`src/hw/rtl/ucdc_pkg.sv`:
```
`timescale 1ns / 1ps

package ucdc_pkg;

    // Descriptor codes
    localparam logic [7:0] TYPE_INTERFACE = 8'd4;
    localparam logic [7:0] TYPE_ENDPOINT  = 8'd5;
    localparam logic [7:0] CLASS_AUDIO    = 8'd1;
    localparam logic [7:0] CLASS_HID      = 8'd3;
    localparam logic [7:0] SUBCLASS_BOOT  = 8'd1;
    localparam logic [7:0] SUBCLASS_MIDI  = 8'd3;
    localparam logic [7:0] PROTO_KEYBOARD = 8'd1;
    localparam logic [7:0] PROTO_MOUSE    = 8'd2;
    localparam logic [7:0] IN_BIT         = 8'h80;
    localparam logic [7:0] EP_MASK        = 8'h7f;

    // Byte offsets inside a descriptor
    localparam logic [7:0] POS_LENGTH   = 8'd0;
    localparam logic [7:0] POS_TYPE     = 8'd1;
    localparam logic [7:0] POS_ADDRESS  = 8'd2;
    localparam logic [7:0] POS_CLASS    = 8'd5;
    localparam logic [7:0] POS_SUBCLASS = 8'd6;
    localparam logic [7:0] POS_PROTOCOL = 8'd7;

    typedef enum logic [1:0] {
        TARGET_NONE     = 2'd0,
        TARGET_KEYBOARD = 2'd1,
        TARGET_MOUSE    = 2'd2,
        TARGET_MIDI     = 2'd3
    } target_t;

    typedef struct packed {
        logic [7:0] data_byte;
        logic       first_byte;
        logic       last_byte;
    } byte_word_t;

    typedef struct packed {
        logic [6:0] keyboard_endpoint;
        logic [6:0] mouse_endpoint;
        logic [6:0] midi_endpoint;
        logic       supported;
        logic       malformed;
    } result_word_t;

endpackage

```
`src/hw/rtl/usb_config_descriptor_classifier_top.sv`:
```
`timescale 1ns / 1ps

// Channel  | Direction | Handshake                  | Word
// ---------+-----------+----------------------------+----------------------------
// byte     | in        | byte_valid / byte_stall    | byte_word   (ucdc_pkg::byte_word_t)
// result   | out       | result_valid / result_stall| result_word (ucdc_pkg::result_word_t)
//
// One byte word is taken every cycle while byte_stall is low; parser state updates
// at the edge that takes it, and a last byte's result word goes to the output in
// the next cycle if the output slot is empty or being read, else to the skid slot.
// Throughput is set by the output register plus a one-word skid register: byte_stall
// rises only when both hold a word, and drops the cycle after the sink takes one.
// rst_n (asynchronous, active low) clears the parser state and both output slots.
// A stalled result word holds until result_stall drops.
module usb_config_descriptor_classifier_top (
    input  logic                   clk,
    input  logic                   rst_n,
    input  logic                   byte_valid,
    output logic                   byte_stall,
    input  ucdc_pkg::byte_word_t   byte_word,
    output logic                   result_valid,
    input  logic                   result_stall,
    output ucdc_pkg::result_word_t result_word
);

    // Parser state
    logic [7:0]        pos_reg,    pos_next;
    logic [7:0]        len_reg,    len_next;
    logic [7:0]        type_reg,   type_next;
    logic [7:0]        class_reg,  class_next;
    logic [7:0]        sub_reg,    sub_next;
    ucdc_pkg::target_t sel_reg,    sel_next;
    logic [6:0]        kbd_reg,    kbd_next;
    logic [6:0]        mouse_reg,  mouse_next;
    logic [6:0]        midi_reg,   midi_next;
    logic              mal_reg,    mal_next;

    // Output slot and skid slot
    logic                   out_valid_reg,  out_valid_next;
    ucdc_pkg::result_word_t out_word_reg,   out_word_next;
    logic                   skid_valid_reg, skid_valid_next;
    ucdc_pkg::result_word_t skid_word_reg,  skid_word_next;

    logic                   accept;
    logic                   push;
    logic                   pop;
    logic [7:0]             len_eff;
    ucdc_pkg::target_t      chosen;
    ucdc_pkg::result_word_t result_now;

    assign accept = byte_valid && !byte_stall;
    assign push   = accept && byte_word.last_byte;
    assign pop    = out_valid_reg && !result_stall;

    // Target picked by an interface descriptor's protocol byte
    always_comb
    begin
        chosen = ucdc_pkg::TARGET_NONE;
        if (class_reg == ucdc_pkg::CLASS_HID && sub_reg == ucdc_pkg::SUBCLASS_BOOT)
        begin
            if (byte_word.data_byte == ucdc_pkg::PROTO_KEYBOARD)
                chosen = ucdc_pkg::TARGET_KEYBOARD;
            else if (byte_word.data_byte == ucdc_pkg::PROTO_MOUSE)
                chosen = ucdc_pkg::TARGET_MOUSE;
        end
        else if (class_reg == ucdc_pkg::CLASS_AUDIO && sub_reg == ucdc_pkg::SUBCLASS_MIDI)
        begin
            chosen = ucdc_pkg::TARGET_MIDI;
        end
    end

    // Parser next state
    always_comb
    begin
        pos_next   = pos_reg;
        len_next   = len_reg;
        type_next  = type_reg;
        class_next = class_reg;
        sub_next   = sub_reg;
        sel_next   = sel_reg;
        kbd_next   = kbd_reg;
        mouse_next = mouse_reg;
        midi_next  = midi_reg;
        mal_next   = mal_reg;
        len_eff    = len_reg;

        if (accept)
        begin
            // A first byte starts a new set
            if (byte_word.first_byte)
            begin
                pos_next   = ucdc_pkg::POS_LENGTH;
                sel_next   = ucdc_pkg::TARGET_NONE;
                kbd_next   = '0;
                mouse_next = '0;
                midi_next  = '0;
                mal_next   = 1'b0;
            end

            // After a zero length byte, drop everything until the next first byte
            if (!mal_next)
            begin
                len_eff = (pos_next == ucdc_pkg::POS_LENGTH) ? byte_word.data_byte : len_reg;
                case (pos_next)
                    ucdc_pkg::POS_LENGTH:
                    begin
                        len_next = byte_word.data_byte;
                        if (byte_word.data_byte == 8'd0)
                            mal_next = 1'b1;
                    end
                    ucdc_pkg::POS_TYPE:
                    begin
                        type_next = byte_word.data_byte;
                        if (byte_word.data_byte == ucdc_pkg::TYPE_INTERFACE)
                            sel_next = ucdc_pkg::TARGET_NONE;
                    end
                    ucdc_pkg::POS_ADDRESS:
                    begin
                        if (type_reg == ucdc_pkg::TYPE_ENDPOINT
                            && (byte_word.data_byte & ucdc_pkg::IN_BIT) != 8'd0
                            && sel_next != ucdc_pkg::TARGET_NONE)
                        begin
                            case (sel_next)
                                ucdc_pkg::TARGET_KEYBOARD: kbd_next   = byte_word.data_byte[6:0];
                                ucdc_pkg::TARGET_MOUSE:    mouse_next = byte_word.data_byte[6:0];
                                ucdc_pkg::TARGET_MIDI:     midi_next  = byte_word.data_byte[6:0];
                                default:                   ;
                            endcase
                            sel_next = ucdc_pkg::TARGET_NONE;
                        end
                    end
                    ucdc_pkg::POS_CLASS:    class_next = byte_word.data_byte;
                    ucdc_pkg::POS_SUBCLASS: sub_next   = byte_word.data_byte;
                    ucdc_pkg::POS_PROTOCOL:
                    begin
                        if (type_reg == ucdc_pkg::TYPE_INTERFACE)
                            sel_next = chosen;
                    end
                    default: ;
                endcase

                // Advance the offset, wrap at the end of the descriptor
                if (!mal_next)
                begin
                    if ({1'b0, pos_next} + 9'd1 >= {1'b0, len_eff})
                        pos_next = ucdc_pkg::POS_LENGTH;
                    else
                        pos_next = pos_next + 8'd1;
                end
            end
        end
    end

    always_comb
    begin
        result_now.keyboard_endpoint = kbd_next;
        result_now.mouse_endpoint    = mouse_next;
        result_now.midi_endpoint     = midi_next;
        result_now.supported         = (kbd_next | mouse_next | midi_next) != 7'd0;
        result_now.malformed         = mal_next;
    end

    // Output slot fills from the skid first; the skid takes a word only while
    // the output slot is held by a stall
    always_comb
    begin
        out_valid_next  = out_valid_reg;
        out_word_next   = out_word_reg;
        skid_valid_next = skid_valid_reg;
        skid_word_next  = skid_word_reg;
        if (!out_valid_reg || pop)
        begin
            if (skid_valid_reg)
            begin
                out_valid_next  = 1'b1;
                out_word_next   = skid_word_reg;
                skid_valid_next = 1'b0;
            end
            else
            begin
                out_valid_next = push;
                out_word_next  = result_now;
            end
        end
        else if (push)
        begin
            skid_valid_next = 1'b1;
            skid_word_next  = result_now;
        end
    end

    always_ff @(posedge clk or negedge rst_n)
    begin
        if (!rst_n)
        begin
            pos_reg        <= '0;
            len_reg        <= '0;
            type_reg       <= '0;
            class_reg      <= '0;
            sub_reg        <= '0;
            sel_reg        <= ucdc_pkg::TARGET_NONE;
            kbd_reg        <= '0;
            mouse_reg      <= '0;
            midi_reg       <= '0;
            mal_reg        <= 1'b0;
            out_valid_reg  <= 1'b0;
            skid_valid_reg <= 1'b0;
        end
        else
        begin
            pos_reg        <= pos_next;
            len_reg        <= len_next;
            type_reg       <= type_next;
            class_reg      <= class_next;
            sub_reg        <= sub_next;
            sel_reg        <= sel_next;
            kbd_reg        <= kbd_next;
            mouse_reg      <= mouse_next;
            midi_reg       <= midi_next;
            mal_reg        <= mal_next;
            out_valid_reg  <= out_valid_next;
            skid_valid_reg <= skid_valid_next;
        end
    end

    // Payload slots need no reset
    always_ff @(posedge clk)
    begin
        out_word_reg  <= out_word_next;
        skid_word_reg <= skid_word_next;
    end

    assign byte_stall   = skid_valid_reg;
    assign result_valid = out_valid_reg;
    assign result_word  = out_word_reg;

endmodule

```
`config.mk`:
```
export PLATFORM = sky130hd
export DESIGN_NAME = usb_config_descriptor_classifier_top
export DESIGN_NICKNAME = d
export VERILOG_FILES = /design/src/hw/rtl/ucdc_pkg.sv /design/src/hw/rtl/usb_config_descriptor_classifier_top.sv
export SDC_FILE = /design/constraint.sdc
export NUM_CORES = 1
export LEC_CHECK = 0
export BUFFER_PORTS_ARGS = -buffer_cell sky130_fd_sc_hd__buf_2
export CELL_PAD_IN_SITES_DETAIL_PLACEMENT = 1
export CELL_PAD_IN_SITES_GLOBAL_PLACEMENT = 1
export CORE_MARGIN = 2
export CORE_UTILIZATION = 39
export CTS_CLUSTER_DIAMETER = 120
export CTS_CLUSTER_SIZE = 12
export DETAILED_ROUTE_END_ITERATION = 6
export PLACE_DENSITY = 0.65
export SKIP_CTS_REPAIR_TIMING = 1
export SLEW_MARGIN = 25
export SYNTH_ARGS = -nofsm -noshare
export SYNTH_HDL_FRONTEND = slang
export SYNTH_SLANG_ARGS = --single-unit
```
`constraint.sdc`:
```
create_clock -name clk -period 6.12 [get_ports clk]
set_input_delay 0.612 -clock clk [delete_from_list [all_inputs] [get_ports clk]]
set_output_delay 0.612 -clock clk [all_outputs]
set_load 0.02 [all_outputs]
```
==> run summary <==
Status: finished, final reports clean
Ys async rst share: 0.589
Iteration count of the initial detailed-routing pass: 4
CTS buffer count: 9
Mapped Cells: 448
Peak per-stage delay on the critical path: 600 ps
Cells after DPL: 637
Worst skew pair latency: 360 ps
Lkg Pwr: 2.55 nW
NumNets Final: 494
Register Area: 3030 um2
Die width: 121 um
Worst Path Max Fanout: 11
Crit Path Category: flop to flop
Clock root cell: clkbuf_16
Crit Reg-Reg Endpoint: pos_reg[4]$_DFFE_PN0P_
Worst path slowest cell: or4_4
Post-synth EDFFs: 46
HP Class: input pin to asynchronous set/reset pin
Via Count: 3,621
Cell depth of the worst flop-to-flop path: 12
Worst setup EP type: flop
Yosys cell types: 61
Drt total wl: 12,600 um
Drt first-iter violations: 172
DRC viols: 0
Wire per inst: 19.2 um
Antenna-violating nets left: 0
Number of antenna violations at the first check in global routing: 0
Top cells by count, synth: 66 x dfrtp_1, 63 x nand2_1, 46 x edfxtp_1
Clock sink count: 112
Core box area: 13,200 um2
Worst slew margin: 0.404
IO Port Bufs: 38
Synth area leader: dfrtp_1
Top cell type's share of synthesized area: 0.312
Row Count: 42
Warnings, synthesis: 0
Arr. time, crit path: 4030 ps
Crit-path cells: or4_4 > nor3_2 > a21oi_2 > o21ai_0 > ha_1 > nand2b_1 > a21o_1 > a21o_1 > a211oi_1 > o21ai_0 > a21o_1 > o41ai_1
CTS tree: built
HPWL after DPL: 8370 um
Finished Layout Cells: 653
R2R setup slack: 2330 ps
Max Slew Vio Count: 0
Synth top area cells: dfrtp_1 31%, edfxtp_1 26%, mux2_2 9.1%, nand2_1 4.5%, o21ai_0 3.3%
Final hold vios: 0
Starting density of the core: 0.400
Syn nets: 470
Placed inst area: 5620 um2
Chip height: 121 um
CP most frequent cell: a21o_1
Fin area: 5940 um2
Setup violators final: 0
RSZ-0062 raised after global routing: no
Top FF cell, synth: dfrtp_1
Period utilisation layout: 0.619
Layout cell share with drive strength beyond 1: 0.243
Pwr per Cell Area: 322 nW/um2
I/O Pins: 39
Tot GR Track Use: 0.186
WP buf/inv: 0
Grt total ovfl: 0
RePlAce Congestion: 0.849
Multi-input combinational cell area: 2140 um2
Antenna cells: 0
Worst path required time: 6360 ps
Reg clk slew, reported paths: 70 ps
Peak VDD IR: 0.126 mV
Final hold slack: 456 ps
Final Power: 1.91 mW
Via density per instance: 5.55
Htree depth: 3
Mean Syn Cell Area: 11.8 um2
Crit-path leading delay family: compound AO/OA/AOI/OAI gates
Register area share after synthesis: 0.572
Fillers: 1,410
Max Cap Viol: 0
Achievable Freq: 0.264 GHz
Min Clock Period, post-route: 3790 ps
Clock buffer depth: 2
Vias in the first global route: 3,803
Critical Path Source Type: flop
Mapped cell area: 5300 um2
Reg2Reg Launch Point: pos_reg[4]$_DFFE_PN0P_
Area grow syn2layout: 12.0%
First-pass GRT wire length: 20,900 um
#FFs+latches synth: 112
Die Footprint: 14,500 um2
Largest net degree at the start of global routing: 67
Worst-Margin Slew: 893 ps
Most numerous cell in the Yosys netlist: dfrtp_1
Setup TNS Final: 0 ps
Setup Skew: 7.66 ps
where the power goes:
| group | switching [mW] | internal [mW] |
|---|---|---|
| registers | 0.0755 | 0.889 |
| clock network | 0.287 | 0.318 |
| logic | 0.192 | 0.149 |
| total | 0.555 | 1.36 |
routing by layer:
layer  GRT usage  vias up  share of wire
met1       0.266     1837           0.49
met2       0.285       54           0.46
li1            -     1710              -
met5           0        -              0
met4      0.0618        0          0.016
met3      0.0382       20          0.030
cells in the final DEF, fill, tap and decap left out, types with 4 or more instances in the layout:
cell type,instances
a21o_1,7
a21oi_1,11
a32o_1,5
buf_2,38
clkbuf_16,10
dfrtp_1,66
edfxtp_1,46
ha_1,8
inv_1,4
mux2_2,43
mux2i_1,7
nand2_1,62
nand2b_1,4
nand3_1,7
nand4_1,8
nor2_1,21
nor2b_1,4
nor3_1,10
o21ai_0,35
o41ai_1,7
xor2_1,6
stage by stage:
step,setup WS (ps),utilization
after CTS,2100,0.448
after floorplan,2730,-
final,2330,0.448
after detailed placement,2100,0.424
after global placement,2290,0.424
after global routing,1950,0.448
cell type report:
cell class | instances | share of cell area
clock inverter | 5 | 0.00801
inverter | 5 | 0.00316
sequential | 112 | 0.511
clock buffer | 11 | 0.0445
multi-input combinational | 303 | 0.361
tap | 176 | 0.0371
timing repair buffer | 41 | 0.0358
how the worst max path moves through the flow:
stage / startpoint / slack (ps) / cells after the start / end
floorplan: pos_reg[4]$_DFFE_PN0P_ / 2730 / 13 / pos_reg[2]$_DFFE_PN0P_
global placement: byte_word[1] / 2290 / 11 / pos_reg[0]$_DFFE_PN0P_
detailed placement: byte_word[1] / 2100 / 11 / pos_reg[6]$_DFFE_PN0P_
CTS: pos_reg[4]$_DFFE_PN0P_ / 2100 / 12 / pos_reg[6]$_DFFE_PN0P_
global route: pos_reg[4]$_DFFE_PN0P_ / 1950 / 12 / pos_reg[4]$_DFFE_PN0P_
finish: pos_reg[4]$_DFFE_PN0P_ / 2330 / 12 / pos_reg[4]$_DFFE_PN0P_
kinds of logic after synthesis:
group	synth area share
and+or+nand+nor	0.149
DFF	0.572
AOI/OAI and AO/OA	0.115
muxes	0.105
buffers and inverters	0.0264
xor gates and xnor gates	0.0132
adders and majority gates	0.0189
Power figures use the tool's default switching activity.
